<file path="src/design/asrd_pkg.sv">
// ----------------------------------------------------------------------------
// asrd_pkg
// Shared widths, codes and controller/datapath types of the radial deadzone.
// ----------------------------------------------------------------------------
package asrd_pkg;

    localparam int NUM_STICKS = 2;
    localparam int HIST_W     = (NUM_STICKS > 1) ? $clog2(NUM_STICKS) : 1;

    localparam int RAW_W  = 8;
    localparam int DZ_W   = 14;
    localparam int OUT_W  = 16;
    localparam int SQ_W   = 16;
    localparam int ROOT_W = 30;
    localparam int MAG_W  = 15;
    localparam int PROD_W = 23;
    localparam int DEN_W  = 30;
    localparam int NUM_W  = 46;
    localparam int DIV_W  = 31;
    localparam int QUO_W  = 17;
    localparam int CNT_W  = 5;

    localparam int ROOT_STEPS = 15;
    localparam int DIV_STEPS  = 17;

    localparam logic [DZ_W-1:0]  DZ_RESET    = 14'd2621;
    localparam logic [MAG_W-1:0] ONE_Q14     = 15'd16384;
    localparam logic [QUO_W-1:0] POS_LIMIT   = 17'd32767;
    localparam logic [QUO_W-1:0] NEG_LIMIT   = 17'd32768;
    localparam logic [OUT_W-1:0] OUT_POS_MAX = 16'h7FFF;
    localparam logic [OUT_W-1:0] OUT_NEG_MIN = 16'h8000;

    localparam int              CFG_IDX_W    = 2;
    localparam logic [CFG_IDX_W-1:0] CFG_LEFT_DZ  = 2'd0;
    localparam logic [CFG_IDX_W-1:0] CFG_RIGHT_DZ = 2'd1;

    typedef enum logic [1:0] {
        ACT_DOWN = 2'd0,
        ACT_MOVE = 2'd1,
        ACT_UP   = 2'd2
    } action_t;

    typedef enum logic [3:0] {
        ST_IDLE,
        ST_SQUARE,
        ST_TEST,
        ST_ROOT,
        ST_PROD,
        ST_NUMER,
        ST_LOAD,
        ST_DIVIDE,
        ST_FINISH
    } state_t;

    typedef struct packed {
        logic load;
        logic square;
        logic test;
        logic root_step;
        logic prod;
        logic numer;
        logic div_load;
        logic div_step;
        logic finish;
    } cmd_t;

    typedef struct packed {
        logic below;
        logic in_zone;
        logic out_free;
    } status_t;

endpackage

</file>
<file path="src/design/asrd_div.sv">
// ----------------------------------------------------------------------------
// asrd_div
// Restoring divider, one quotient bit a cycle while step is asserted, with an overflow flag.
// ----------------------------------------------------------------------------
module asrd_div (
    input  logic                         aclk,
    input  logic                         load,
    input  logic                         step,
    input  logic [asrd_pkg::NUM_W-1:0]   num,
    input  logic [asrd_pkg::DIV_W-1:0]   den,
    output logic [asrd_pkg::QUO_W-1:0]   quo,
    output logic                         ovf
);

    logic [asrd_pkg::NUM_W-1:0] rem_reg;
    logic [asrd_pkg::NUM_W-1:0] rem_next;
    logic [asrd_pkg::NUM_W:0]   dsh_reg;
    logic [asrd_pkg::QUO_W-1:0] quo_reg;
    logic [asrd_pkg::QUO_W-1:0] quo_next;
    logic                       ovf_reg;
    logic                       fits;

    always_comb begin
        fits     = {1'b0, rem_reg} >= dsh_reg;
        rem_next = fits ? (rem_reg - dsh_reg[asrd_pkg::NUM_W-1:0]) : rem_reg;
        quo_next = {quo_reg[asrd_pkg::QUO_W-2:0], fits};
    end

    always_ff @(posedge aclk) begin
        if (load) begin
            rem_reg <= num;
            dsh_reg <= {den, {(asrd_pkg::QUO_W-1){1'b0}}};
            quo_reg <= '0;
            ovf_reg <= {2'b00, num} >= {den, {asrd_pkg::QUO_W{1'b0}}};
        end else if (step) begin
            rem_reg <= rem_next;
            dsh_reg <= {1'b0, dsh_reg[asrd_pkg::NUM_W:1]};
            quo_reg <= quo_next;
        end
    end

    assign quo = quo_reg;
    assign ovf = ovf_reg;

endmodule

</file>
<file path="src/design/asrd_dp.sv">
// ----------------------------------------------------------------------------
// asrd_dp
// Datapath: squares, deadzone test, bitwise square root, scaling products,
// two dividers, saturation, event history and the output register.
// ----------------------------------------------------------------------------
module asrd_dp (
    input  logic                          aclk,
    input  logic                          aresetn,
    input  asrd_pkg::cmd_t                cmd,
    output asrd_pkg::status_t             status,
    input  logic                          s_tuser,
    input  logic [15:0]                   s_tdata,
    input  logic [asrd_pkg::DZ_W-1:0]     left_dz,
    input  logic [asrd_pkg::DZ_W-1:0]     right_dz,
    output logic                          m_tvalid,
    input  logic                          m_tready,
    output logic [31:0]                   m_tdata,
    output logic [2:0]                    m_tuser
);

    logic [asrd_pkg::RAW_W-1:0]  raw_h;
    logic [asrd_pkg::RAW_W-1:0]  raw_v;
    logic [asrd_pkg::RAW_W-1:0]  magx_in;
    logic [asrd_pkg::RAW_W-1:0]  magy_in;

    logic                        sel_reg;
    logic                        negx_reg;
    logic                        negy_reg;
    logic [asrd_pkg::RAW_W-1:0]  magx_reg;
    logic [asrd_pkg::RAW_W-1:0]  magy_reg;
    logic [asrd_pkg::DZ_W-1:0]   dz_reg;
    logic [asrd_pkg::SQ_W-1:0]   s_reg;
    logic [2*asrd_pkg::DZ_W-1:0] dzsq_reg;
    logic [asrd_pkg::ROOT_W-1:0] rem_reg;
    logic [asrd_pkg::ROOT_W-1:0] root_reg;
    logic [asrd_pkg::ROOT_W-1:0] bit_reg;
    logic [asrd_pkg::PROD_W-1:0] prodx_reg;
    logic [asrd_pkg::PROD_W-1:0] prody_reg;
    logic [asrd_pkg::DEN_W-1:0]  den_reg;
    logic [asrd_pkg::NUM_W-1:0]  numx_reg;
    logic [asrd_pkg::NUM_W-1:0]  numy_reg;
    logic [asrd_pkg::DIV_W-1:0]  dvs_reg;
    logic                        zero_reg;

    logic [2*asrd_pkg::RAW_W-1:0] sqx;
    logic [2*asrd_pkg::RAW_W-1:0] sqy;
    logic [2*asrd_pkg::RAW_W:0]   sq_sum;
    logic [asrd_pkg::ROOT_W-1:0]  scaled_s;
    logic [asrd_pkg::ROOT_W-1:0]  trial;
    logic                         root_ge;
    logic [asrd_pkg::MAG_W-1:0]   m_val;
    logic [asrd_pkg::MAG_W-1:0]   dz_ext;
    logic [asrd_pkg::MAG_W-1:0]   diff;
    logic [asrd_pkg::MAG_W-1:0]   span;

    logic [asrd_pkg::QUO_W-1:0]   quox;
    logic [asrd_pkg::QUO_W-1:0]   quoy;
    logic                         ovfx;
    logic                         ovfy;
    logic [asrd_pkg::OUT_W-1:0]   ox;
    logic [asrd_pkg::OUT_W-1:0]   oy;
    logic                         cur_zero;
    logic [asrd_pkg::HIST_W-1:0]  hidx;
    logic                         act_up;
    logic                         act_down;
    asrd_pkg::action_t            action;

    logic                         last_zero_reg [asrd_pkg::NUM_STICKS];
    logic                         blast_zero_reg [asrd_pkg::NUM_STICKS];
    logic                         m_tvalid_reg;
    logic                         stick_id_reg;
    logic [asrd_pkg::OUT_W-1:0]   out_h_reg;
    logic [asrd_pkg::OUT_W-1:0]   out_v_reg;
    asrd_pkg::action_t            action_reg;

    function automatic logic [asrd_pkg::OUT_W-1:0] saturate(
        input logic                       neg,
        input logic [asrd_pkg::QUO_W-1:0] q,
        input logic                       ovf
    );
        logic [asrd_pkg::QUO_W-1:0] negq;
        negq = '0 - q;
        if (neg) begin
            if (ovf || (q > asrd_pkg::NEG_LIMIT)) begin
                return asrd_pkg::OUT_NEG_MIN;
            end
            return negq[asrd_pkg::OUT_W-1:0];
        end
        if (ovf || (q > asrd_pkg::POS_LIMIT)) begin
            return asrd_pkg::OUT_POS_MAX;
        end
        return q[asrd_pkg::OUT_W-1:0];
    endfunction

    assign raw_h   = s_tdata[7:0];
    assign raw_v   = s_tdata[15:8];
    assign magx_in = raw_h[7] ? {1'b0, raw_h[6:0]} : 8'(9'd128 - {1'b0, raw_h});
    assign magy_in = raw_v[7] ? {1'b0, raw_v[6:0]} : 8'(9'd128 - {1'b0, raw_v});

    always_comb begin
        sqx      = magx_reg * magx_reg;
        sqy      = magy_reg * magy_reg;
        sq_sum   = {1'b0, sqx} + {1'b0, sqy};
        scaled_s = {s_reg, {asrd_pkg::DZ_W{1'b0}}};
        trial    = root_reg + bit_reg;
        root_ge  = rem_reg >= trial;
        m_val    = root_reg[asrd_pkg::MAG_W-1:0];
        dz_ext   = {1'b0, dz_reg};
        diff     = m_val - dz_ext;
        span     = asrd_pkg::ONE_Q14 - dz_ext;
    end

    assign status.below    = (s_reg == '0) || ({2'b00, dzsq_reg} > scaled_s);
    assign status.in_zone  = m_val <= dz_ext;
    assign status.out_free = !m_tvalid_reg || m_tready;

    always_ff @(posedge aclk) begin
        if (cmd.load) begin
            sel_reg  <= s_tuser;
            negx_reg <= ~raw_h[7];
            negy_reg <= ~raw_v[7];
            magx_reg <= magx_in;
            magy_reg <= magy_in;
            dz_reg   <= s_tuser ? right_dz : left_dz;
            zero_reg <= 1'b0;
        end
        if (cmd.square) begin
            s_reg    <= sq_sum[asrd_pkg::SQ_W-1:0];
            dzsq_reg <= dz_reg * dz_reg;
        end
        if (cmd.test) begin
            zero_reg <= status.below;
            rem_reg  <= scaled_s;
            root_reg <= '0;
            bit_reg  <= asrd_pkg::ROOT_W'(1) << (asrd_pkg::ROOT_W - 2);
        end
        if (cmd.root_step) begin
            if (root_ge) begin
                rem_reg  <= rem_reg - trial;
                root_reg <= (root_reg >> 1) + bit_reg;
            end else begin
                root_reg <= root_reg >> 1;
            end
            bit_reg <= bit_reg >> 2;
        end
        if (cmd.prod) begin
            zero_reg  <= status.in_zone;
            prodx_reg <= magx_reg * diff;
            prody_reg <= magy_reg * diff;
            den_reg   <= m_val * span;
        end
        if (cmd.numer) begin
            numx_reg <= {1'b0, prodx_reg, 22'd0} + {16'd0, den_reg};
            numy_reg <= {1'b0, prody_reg, 22'd0} + {16'd0, den_reg};
            dvs_reg  <= {den_reg, 1'b0};
        end
    end

    asrd_div u_div_x (
        .aclk (aclk),
        .load (cmd.div_load),
        .step (cmd.div_step),
        .num  (numx_reg),
        .den  (dvs_reg),
        .quo  (quox),
        .ovf  (ovfx)
    );

    asrd_div u_div_y (
        .aclk (aclk),
        .load (cmd.div_load),
        .step (cmd.div_step),
        .num  (numy_reg),
        .den  (dvs_reg),
        .quo  (quoy),
        .ovf  (ovfy)
    );

    always_comb begin
        ox       = zero_reg ? '0 : saturate(negx_reg, quox, ovfx);
        oy       = zero_reg ? '0 : saturate(negy_reg, quoy, ovfy);
        cur_zero = (ox == '0) && (oy == '0);
        hidx     = (int'(sel_reg) < asrd_pkg::NUM_STICKS) ? asrd_pkg::HIST_W'(sel_reg)
                                                          : asrd_pkg::HIST_W'(asrd_pkg::NUM_STICKS - 1);
        act_up   = cur_zero && last_zero_reg[hidx] && !blast_zero_reg[hidx];
        act_down = !cur_zero && last_zero_reg[hidx] && blast_zero_reg[hidx];
        action   = act_up ? asrd_pkg::ACT_UP : (act_down ? asrd_pkg::ACT_DOWN : asrd_pkg::ACT_MOVE);
    end

    always_ff @(posedge aclk) begin
        if (!aresetn) begin
            m_tvalid_reg <= 1'b0;
            for (int i = 0; i < asrd_pkg::NUM_STICKS; i++) begin
                last_zero_reg[i]  <= 1'b1;
                blast_zero_reg[i] <= 1'b1;
            end
        end else if (cmd.finish) begin
            m_tvalid_reg         <= 1'b1;
            blast_zero_reg[hidx] <= last_zero_reg[hidx];
            last_zero_reg[hidx]  <= cur_zero;
        end else if (m_tready) begin
            m_tvalid_reg <= 1'b0;
        end
    end

    always_ff @(posedge aclk) begin
        if (cmd.finish) begin
            stick_id_reg <= sel_reg;
            out_h_reg    <= ox;
            out_v_reg    <= oy;
            action_reg   <= action;
        end
    end

    assign m_tvalid = m_tvalid_reg;
    assign m_tdata  = {out_v_reg, out_h_reg};
    assign m_tuser  = {action_reg, stick_id_reg};

endmodule

</file>
<file path="src/design/asrd_ctrl.sv">
// ----------------------------------------------------------------------------
// asrd_ctrl
// Sequencer that steps the datapath through one sample at a time.
// ----------------------------------------------------------------------------
module asrd_ctrl (
    input  logic               aclk,
    input  logic               aresetn,
    input  logic               s_tvalid,
    output logic               s_tready,
    input  asrd_pkg::status_t  status,
    output asrd_pkg::cmd_t     cmd
);

    asrd_pkg::state_t            state_reg;
    asrd_pkg::state_t            state_next;
    logic [asrd_pkg::CNT_W-1:0]  cnt_reg;
    logic [asrd_pkg::CNT_W-1:0]  cnt_next;

    always_ff @(posedge aclk) begin
        if (!aresetn) begin
            state_reg <= asrd_pkg::ST_IDLE;
            cnt_reg   <= '0;
        end else begin
            state_reg <= state_next;
            cnt_reg   <= cnt_next;
        end
    end

    always_comb begin
        state_next = state_reg;
        cnt_next   = cnt_reg;
        cmd        = '0;
        s_tready   = 1'b0;
        unique case (state_reg)
            asrd_pkg::ST_IDLE: begin
                s_tready = 1'b1;
                if (s_tvalid) begin
                    cmd.load   = 1'b1;
                    state_next = asrd_pkg::ST_SQUARE;
                end
            end
            asrd_pkg::ST_SQUARE: begin
                cmd.square = 1'b1;
                state_next = asrd_pkg::ST_TEST;
            end
            asrd_pkg::ST_TEST: begin
                cmd.test = 1'b1;
                if (status.below) begin
                    state_next = asrd_pkg::ST_FINISH;
                end else begin
                    state_next = asrd_pkg::ST_ROOT;
                    cnt_next   = asrd_pkg::CNT_W'(asrd_pkg::ROOT_STEPS - 1);
                end
            end
            asrd_pkg::ST_ROOT: begin
                cmd.root_step = 1'b1;
                cnt_next      = cnt_reg - 1'b1;
                if (cnt_reg == '0) begin
                    state_next = asrd_pkg::ST_PROD;
                end
            end
            asrd_pkg::ST_PROD: begin
                cmd.prod   = 1'b1;
                state_next = status.in_zone ? asrd_pkg::ST_FINISH : asrd_pkg::ST_NUMER;
            end
            asrd_pkg::ST_NUMER: begin
                cmd.numer  = 1'b1;
                state_next = asrd_pkg::ST_LOAD;
            end
            asrd_pkg::ST_LOAD: begin
                cmd.div_load = 1'b1;
                cnt_next     = asrd_pkg::CNT_W'(asrd_pkg::DIV_STEPS - 1);
                state_next   = asrd_pkg::ST_DIVIDE;
            end
            asrd_pkg::ST_DIVIDE: begin
                cmd.div_step = 1'b1;
                cnt_next     = cnt_reg - 1'b1;
                if (cnt_reg == '0) begin
                    state_next = asrd_pkg::ST_FINISH;
                end
            end
            asrd_pkg::ST_FINISH: begin
                if (status.out_free) begin
                    cmd.finish = 1'b1;
                    state_next = asrd_pkg::ST_IDLE;
                end
            end
            default: begin
                state_next = asrd_pkg::ST_IDLE;
            end
        endcase
    end

endmodule

</file>
<file path="src/design/analog_stick_radial_deadzone_unit.sv">
// ----------------------------------------------------------------------------
// analog_stick_radial_deadzone_unit
// Scaled radial deadzone for two analog sticks with a down/move/up classifier.
//
//   Channel   Direction  Handshake          Word
//   s_        in         s_tvalid/s_tready  tdata: raw x, raw y; tuser: stick
//   m_        out        m_tvalid/m_tready  tdata: out x, out y; tuser: stick, action
//   cfg_      in         cfg_valid/cfg_ready index and deadzone value
//
// A sample outside the deadzone passes through the squares, the deadzone test,
// the bitwise square root, the scaling products, the numerators, the divider
// load and the two dividers before its result word. A sample below the deadzone
// by the squared test goes from the test to its result, and one whose magnitude
// comes out no larger than the deadzone goes there from the scaling products.
// One sample is processed at a time; the next can be taken once the result sits
// in the output register, and a stalled output holds the sequencer in its last step.
// Reset is synchronous and active low; deadzones return to 2621 and all
// history flags to one, as after a zero reading.
// ----------------------------------------------------------------------------
module analog_stick_radial_deadzone_unit (
    input  logic                              aclk,
    input  logic                              aresetn,
    input  logic                              s_tvalid,
    output logic                              s_tready,
    input  logic [15:0]                       s_tdata,   // raw_horizontal, raw_vertical
    input  logic                              s_tuser,   // stick_select
    output logic                              m_tvalid,
    input  logic                              m_tready,
    output logic [31:0]                       m_tdata,   // out_horizontal, out_vertical
    output logic [2:0]                        m_tuser,   // stick_id, action
    input  logic                              cfg_valid,
    output logic                              cfg_ready,
    input  logic [asrd_pkg::CFG_IDX_W-1:0]    cfg_index,
    input  logic [asrd_pkg::DZ_W-1:0]         cfg_data
);

    logic [asrd_pkg::DZ_W-1:0] left_dz_reg;
    logic [asrd_pkg::DZ_W-1:0] right_dz_reg;
    asrd_pkg::cmd_t            cmd;
    asrd_pkg::status_t         status;

    assign cfg_ready = 1'b1;

    always_ff @(posedge aclk) begin
        if (!aresetn) begin
            left_dz_reg  <= asrd_pkg::DZ_RESET;
            right_dz_reg <= asrd_pkg::DZ_RESET;
        end else if (cfg_valid) begin
            unique case (cfg_index)
                asrd_pkg::CFG_LEFT_DZ:  left_dz_reg  <= cfg_data;
                asrd_pkg::CFG_RIGHT_DZ: right_dz_reg <= cfg_data;
                default: ;
            endcase
        end
    end

    asrd_ctrl u_ctrl (
        .aclk     (aclk),
        .aresetn  (aresetn),
        .s_tvalid (s_tvalid),
        .s_tready (s_tready),
        .status   (status),
        .cmd      (cmd)
    );

    asrd_dp u_dp (
        .aclk     (aclk),
        .aresetn  (aresetn),
        .cmd      (cmd),
        .status   (status),
        .s_tuser  (s_tuser),
        .s_tdata  (s_tdata),
        .left_dz  (left_dz_reg),
        .right_dz (right_dz_reg),
        .m_tvalid (m_tvalid),
        .m_tready (m_tready),
        .m_tdata  (m_tdata),
        .m_tuser  (m_tuser)
    );

endmodule

</file>
<file path="config.mk">
export PLATFORM = sky130hd
export DESIGN_NAME = analog_stick_radial_deadzone_unit
export DESIGN_NICKNAME = d
export VERILOG_FILES = /design/src/design/asrd_pkg.sv /design/src/design/asrd_div.sv /design/src/design/asrd_dp.sv /design/src/design/asrd_ctrl.sv /design/src/design/analog_stick_radial_deadzone_unit.sv
export SDC_FILE = /design/constraint.sdc
export NUM_CORES = 2
export LEC_CHECK = 0
export ABC_CLOCK_PERIOD_IN_PS = 8600
export BUFFER_PORTS_ARGS = -buffer_cell sky130_fd_sc_hd__buf_2
export CORE_UTILIZATION = 45
export DETAILED_ROUTE_END_ITERATION = 12
export GPL_ROUTABILITY_DRIVEN = 0
export GPL_TIMING_DRIVEN = 0
export PLACE_DENSITY = 0.63
export SETUP_SLACK_MARGIN = 0.02
export SLEW_MARGIN = 0
export SYNTH_ARGS = -nofsm -noshare
export SYNTH_HDL_FRONTEND = slang
export SYNTH_SLANG_ARGS = --single-unit
</file>
<file path="constraint.sdc">
create_clock -name aclk -period 8.6 [get_ports aclk]
set_clock_uncertainty 0.05 [all_clocks]
set_input_delay 1.29 -clock aclk [delete_from_list [all_inputs] [get_ports aclk]]
set_output_delay 1.29 -clock aclk [all_outputs]
set_load 0.01 [all_outputs]
</file>
; Word level (Yosys, flattened, before mapping)
; Memory sizes are Yosys's and may differ from the RTL's. A register that Yosys moved wholly into a read port is not among the register bits.
; Index checks and enable logic that the tools add are counted.
; W data, S select, Z words.
[word_totals]
regBits = 646
latchBits = 0
ramBits = 4
romBits = 0
in_bits = 38
out_inout_bits = 38
n_memories = 2
[memory_table]
columns = memory, words, word_bits, rd, rd_ports_with_merged_regs, wr, line_no
row1 = u_dp.blast_zero_reg, 2, 1, 1, 1, 2, asrd_dp.sv:69  ; logic blast_zero_reg [asrd_pkg::NUM_STICKS];
row2 = u_dp.last_zero_reg, 2, 1, 1, 1, 2, asrd_dp.sv:68  ; logic last_zero_reg [asrd_pkg::NUM_STICKS];
[op_classes]
addsub = 15
mul = 6
div_mod_pow = 0
magnitude_cmp = 11
eq_ne = 14
n_shift = 0
muxes = 84
bitwise = 2
n_reduce_logical = 36
[ops]
columns = operator, count
row1 = $mux W46, 6
row2 = $mux W16, 14
row3 = $mux W47, 4
row4 = $mux W30, 6
row5 = $ge A46 B48 Y1, 2
row6 = $ge A46 B47 Y1, 2
row7 = $add A45 B30 Y46, 2
row8 = $sub A46 B46 Y46, 2
row9 = $mux W27, 2
row10 = $logic_not A16 Y1, 3
row11 = $mul A8 B15 Y23, 2
row12 = $mux W1, 40
row13 = $pmux W4 S9, 1
row14 = $gt A17 B15 Y1 const B, 2
row15 = $gt A17 B16 Y1 const B, 2
row16 = $mul A8 B8 Y16, 2
row17 = $sub A1 B16 Y16 const A, 2
row18 = $add A29 B29 Y30, 1
row19 = $add A30 B29 Y30, 1
row20 = $ge A30 B30 Y1, 1
row21 = $gt A28 B30 Y1, 1
row22 = $mul A15 B15 Y30, 1
row23 = $sub A30 B30 Y30, 1
row24 = $mul A14 B14 Y28, 1
row25 = other kinds (31), 67

; Longest topological paths before layout
[logic_depth]
ltp_word = 16
ltp_mapped = 33

; By module
; From an unflattened synthesis, not the netlist that was laid out.
[hier_totals]
cells_unflattened = 6380
area_unflattened_um2 = 59935.0
[modules_own_cells]
columns = module, instances, cells_per_inst, area_per_inst_um2
row1 = asrd_dp, 1, 4284, 41767.6
row2 = asrd_div, 2, 952, 8200.4
row3 = analog_stick_radial_deadzone_unit, 1, 112, 1132.3
row4 = asrd_ctrl, 1, 80, 634.4

; Worst setup path before layout
; No wires, ideal clock.
[synth_timing]
path_kind = reg2reg
start = register u_dp.dz_reg[0] in the netlist's numbering
end = register u_dp.den_reg[29] in the netlist's numbering (data pin)
arrival_time_ns = 8.043
required_ns = 8.290
path_slack_ns = 0.247
path_stages_with_launch = 31
path_buffers = 2
synth_period_minus_slack_ns = 8.353
cell_sequence = edfxtp_1 -> inv_1 -> buf_1 -> ha_1 -> nand3_1 -> or4_1 -> nor3_1 -> xnor2_1 -> clkbuf_1 -> nand2_1 -> fa_1 -> fa_1 -> inv_1 -> fa_1 -> fa_1 -> fa_1 -> inv_1 -> fa_1 -> inv_1 -> ha_1 -> a21oi_1 -> nor3b_1 -> a2111oi_0 -> a21boi_0 -> a41o_1 -> o41ai_1 -> o21bai_1 -> a21oi_1 -> o21bai_1 -> a21oi_1 -> xnor2_1
[synth_between]
elab_chain_len = 2
[synth_lines]
columns = item, line_no
row1 = from (decl), asrd_dp.sv:31  ; logic [asrd_pkg::DZ_W-1:0] dz_reg;
row2 = from (signal assigned), asrd_dp.sv:124  ; dz_reg <= s_tuser ? right_dz : left_dz;
row3 = $sub A15 B14 Y15, asrd_dp.sv:110  ; span = asrd_pkg::ONE_Q14 - dz_ext;
row4 = $mul A15 B15 Y30, asrd_dp.sv:150  ; den_reg <= m_val * span;
row5 = to (signal assigned), asrd_dp.sv:150
row6 = to (decl), asrd_dp.sv:39  ; logic [asrd_pkg::DEN_W-1:0] den_reg;
; No other way between the ends.
; A chain may end at the register's enable or synchronous reset.

; Final worst setup path
; Ends and elaborated chain as after synthesis.

==> metrics.txt <==
# TYPE chip_impl_metric gauge
chip_impl_info{name="outcome",value="finished, final reports clean"} 1
chip_impl_metric{name="cts_hold_repair.buffers",unit=""} 0
chip_impl_metric{name="antenna_found_initial",unit=""} 3
chip_impl_metric{name="critPathArrivalTime",unit="ps"} 8620
chip_impl_info{name="synth_top_cells_by_area",value="sky130_fd_sc_hd__edfxtp_1 (24%), sky130_fd_sc_hd__fa_1 (19%), sky130_fd_sc_hd__ha_1 (13%)"} 1
chip_impl_info{name="critical_path.most_common_cell",value="sky130_fd_sc_hd__fa_1"} 1
chip_impl_info{name="startpoint_type",value="register"} 1
chip_impl_metric{name="max_slew_headroom_at_the_worst_pin",unit="%"} 22.5
chip_impl_metric{name="setup_viol",unit=""} 0
chip_impl_metric{name="required",unit="ps"} 8950
chip_impl_metric{name="cts_sinks",unit=""} 559
chip_impl_metric{name="cts.reportedPaths.clkPinSlew",unit="ps"} 70
chip_impl_metric{name="max_freq",unit="MHz"} 121
chip_impl_metric{name="via_count_of_the_first_global_routing_pass",unit=""} 42828
chip_impl_metric{name="dpl_cell_area",unit="µm²"} 58000
chip_impl_info{name="synth_most_common_cell",value="sky130_fd_sc_hd__inv_1"} 1
chip_impl_metric{name="netlist_area_before_placement",unit="µm²"} 55300
chip_impl_metric{name="routed_wl",unit="µm"} 150000
chip_impl_metric{name="final_core_util",unit="%"} 50.0
chip_impl_metric{name="cts_inserted_buffers",unit=""} 68
chip_impl_metric{name="start_util",unit="%"} 45.4
chip_impl_metric{name="count_of_state_elements_after_synthesis",unit=""} 559
chip_impl_metric{name="synth_sequential_area_ratio",unit="%"} 28.2
chip_impl_info{name="critPathKind",value="register to register"} 1
chip_impl_info{name="critical_path.top_delay_family",value="adder cells"} 1
chip_impl_metric{name="floorplan.rows",unit=""} 128
chip_impl_metric{name="first_pass_iters",unit=""} 6
chip_impl_metric{name="route.detailed.vias_per_inst",unit=""} 5.47
chip_impl_metric{name="io_pins",unit=""} 76
chip_impl_info{name="worst_setup_path_end_kind",value="register"} 1
chip_impl_metric{name="gr-usage-all-layers",unit="%"} 24.3
chip_impl_metric{name="grt_max_degree",unit=""} 35
chip_impl_metric{name="cap_viol_max_count",unit=""} 0
chip_impl_metric{name="area_of_all_placed_cells_without_fillers",unit="µm²"} 60900
chip_impl_metric{name="num_vias",unit=""} 41878
chip_impl_metric{name="seqCellArea",unit="µm²"} 15600
chip_impl_metric{name="critPathMaxFanout",unit=""} 10
chip_impl_metric{name="grt_overflow_total",unit=""} 0
chip_impl_metric{name="ys.warnings.count",unit=""} 0
chip_impl_metric{name="placeableCoreArea",unit="µm²"} 122000
chip_impl_metric{name="drc",unit=""} 0
chip_impl_metric{name="clock_insertion_delay_worst_skew",unit="ps"} 660
chip_impl_info{name="synth_area_leader_cell",value="sky130_fd_sc_hd__edfxtp_1"} 1
chip_impl_metric{name="multi_input_logic_area",unit="µm²"} 36300
chip_impl_metric{name="grt_first_pass_wirelength",unit="µm"} 238000
chip_impl_metric{name="drt-wirelength-per-cell",unit="µm"} 19.6
chip_impl_metric{name="yosys.cell_types.count",unit=""} 91
chip_impl_metric{name="dpl.cell_count",unit=""} 7501
chip_impl_metric{name="first_iter_violations",unit=""} 2963
chip_impl_metric{name="synth.avg_cell_area",unit="µm²"} 9.56
chip_impl_metric{name="drtAntennaViolNets",unit=""} 0
chip_impl_metric{name="mappedNetlistNets",unit=""} 6926
chip_impl_metric{name="synth_enable_flop_cells",unit=""} 439
chip_impl_metric{name="synth.top_cell.area_share",unit="%"} 23.8
chip_impl_metric{name="worstPathBufferInverterCount",unit=""} 6
chip_impl_metric{name="syn_to_final_growth",unit="%"} 10.1
chip_impl_info{name="ys_dominant_reg_cell",value="sky130_fd_sc_hd__edfxtp_1"} 1
chip_impl_metric{name="ratio_of_final_minimum_period_to_clock_period",unit="%"} 96.2
chip_impl_metric{name="port-buffer-count",unit=""} 72
chip_impl_metric{name="max_stage_delay",unit="ps"} 590
chip_impl_metric{name="horiz_die_dim",unit="µm"} 353
chip_impl_metric{name="timing.final.crit_period",unit="ps"} 8270
chip_impl_info{name="root_buffer",value="sky130_fd_sc_hd__clkbuf_16"} 1
chip_impl_metric{name="count_of_endpoints_failing_hold_in_the_final_timing_report",unit=""} 0
chip_impl_metric{name="htree_num_levels",unit=""} 3
chip_impl_metric{name="finalNonFillerCells",unit=""} 7649
chip_impl_info{name="cts_tree",value="done"} 1
chip_impl_metric{name="die_boundary_height",unit="µm"} 353
chip_impl_metric{name="nFillCells",unit=""} 11235
chip_impl_info{name="timing.hold.worst.class",value="register to register"} 1
chip_impl_metric{name="fp.dieArea",unit="µm²"} 124000
chip_impl_metric{name="finish.net_count",unit=""} 7107
chip_impl_metric{name="post_route_cells_drive_above_1_share",unit="%"} 6.44
chip_impl_metric{name="place_hpwl",unit="µm"} 120000
chip_impl_metric{name="max_slew.worst_pin.slew",unit="ps"} 1130
chip_impl_metric{name="maximum_clock_insertion_buffer_count",unit=""} 3
chip_impl_info{name="ys_top_cells_by_count",value="sky130_fd_sc_hd__inv_1 (776), sky130_fd_sc_hd__ha_1 (581), sky130_fd_sc_hd__nand2_1 (566), sky130_fd_sc_hd__fa_1 (521), sky130_fd_sc_hd__edfxtp_1 (439)"} 1
chip_impl_metric{name="maxSlewViolCount",unit=""} 0
chip_impl_info{name="cpMaxStageDelayCell",value="sky130_fd_sc_hd__or4_4"} 1
chip_impl_metric{name="largest_reg_flops",unit=""} 47
chip_impl_metric{name="syn_inst",unit=""} 5786
chip_impl_metric{name="ys_async_sr_fraction",unit="%"} 0
==> cells in the final DEF, fill, tap and decap left out, types with 17 or more instances in the layout <==
cell | Yosys | routed
sky130_fd_sc_hd__mux2_2 | 21 | 21
sky130_fd_sc_hd__a21oi_1 | 317 | 314
sky130_fd_sc_hd__and3_1 | 41 | 41
sky130_fd_sc_hd__a21boi_0 | 29 | 28
sky130_fd_sc_hd__clkbuf_16 | 0 | 70
sky130_fd_sc_hd__xor2_1 | 140 | 138
sky130_fd_sc_hd__nand3_1 | 87 | 85
sky130_fd_sc_hd__and2_1 | 287 | 287
sky130_fd_sc_hd__nor2b_1 | 84 | 83
sky130_fd_sc_hd__o21a_1 | 24 | 24
sky130_fd_sc_hd__inv_1 | 776 | 773
sky130_fd_sc_hd__a211oi_1 | 25 | 24
sky130_fd_sc_hd__nor4_1 | 32 | 31
sky130_fd_sc_hd__buf_4 | 2 | 35
sky130_fd_sc_hd__o22ai_1 | 24 | 24
sky130_fd_sc_hd__buf_2 | 8 | 83
sky130_fd_sc_hd__nand4_1 | 48 | 48
sky130_fd_sc_hd__a22o_1 | 34 | 34
sky130_fd_sc_hd__o21ai_0 | 244 | 243
sky130_fd_sc_hd__clkbuf_1 | 211 | 188
sky130_fd_sc_hd__a31oi_1 | 51 | 51
sky130_fd_sc_hd__ha_1 | 581 | 580
sky130_fd_sc_hd__fa_1 | 521 | 521
sky130_fd_sc_hd__nor2_1 | 338 | 335
sky130_fd_sc_hd__xnor2_1 | 221 | 204
sky130_fd_sc_hd__a21o_1 | 124 | 124
sky130_fd_sc_hd__or3_1 | 21 | 21
sky130_fd_sc_hd__nand2_1 | 566 | 563
sky130_fd_sc_hd__nor3_1 | 58 | 51
sky130_fd_sc_hd__o31ai_1 | 17 | 17
sky130_fd_sc_hd__dfxtp_1 | 120 | 120
sky130_fd_sc_hd__nand2b_1 | 55 | 55
sky130_fd_sc_hd__o21bai_1 | 56 | 56
sky130_fd_sc_hd__edfxtp_1 | 439 | 439
==> worst reg2reg max path, delay by kind of cell (launching register included) <==
family          cells  cell delay (ps)
compound gates      9             1830
xor+xnor            2              270
fa+ha+maj           8             3750
buf+inv             6              590
flops               1              390
simple gates        5             1130
==> final timing paths <==
| path | slack (ps) | cells past startpoint | startpoint | endpoint |
|---|---|---|---|---|
| min | 370 | 0 | u_dp.den_reg[9]$_DFFE_PP_ | u_dp.numy_reg[9]$_DFFE_PP_ |
| max reg2reg | 330 | 30 | u_dp.dz_reg[0]$_DFFE_PP_ | u_dp.den_reg[29]$_DFFE_PP_ |
| min reg2reg | 370 | 0 | u_dp.den_reg[9]$_DFFE_PP_ | u_dp.numy_reg[9]$_DFFE_PP_ |
| max | 330 | 30 | u_dp.dz_reg[0]$_DFFE_PP_ | u_dp.den_reg[29]$_DFFE_PP_ |
==> area by class of cell <==
class | instances | area share (%)
tap | 1625 | 3.34
multi-input combinational | 4217 | 59.5
clock buffer | 81 | 2.97
clock inverter | 44 | 0.809
buffer | 224 | 1.54
sequential | 559 | 25.6
inverter | 778 | 4.81
timing repair buffer | 119 | 1.41
antenna | 2 | 0.00821
==> logic make-up after synthesis <==
logic type	share of synthesized area [%]
simple gates	14.8
xor+xnor	5.74
mux	0.482
compound gates	11.9
buf+inv	6.91
fa+ha+maj	32.0
flops	28.2
other cells	0.00678
==> metal layers <==
layer / global-route usage [%] / up-vias / wire length, µm
li1: - / 19764 / -
met1: 32.2 / 20529 / 64400
met2: 39.8 / 1293 / 69100
met3: 3.87 / 288 / 9970
met4: 9.55 / 4 / 6290
met5: 0 / - / 34
==> metrics by stage <==
step,hold WS (ps),setup WS (ps),TNS [ps]
finish,370,327,0
global route,365,-42.5,-71.7
CTS,365,-44.1,-44.1
detailed placement,356,-1500,-9840
global placement,351,-3610,-51780
floorplan,350,247,0
==> what timing repair did <==
action / CTS / global route
pin swaps: 1 / 5
resized for setup: 46 / 61
buffers inserted: 6 / 23
setup endpoints to repair: 21 / 13
Power is left out: the tool's default activity adds up to more than one toggle a clock period on the data nets, which glitch-free logic cannot reach.
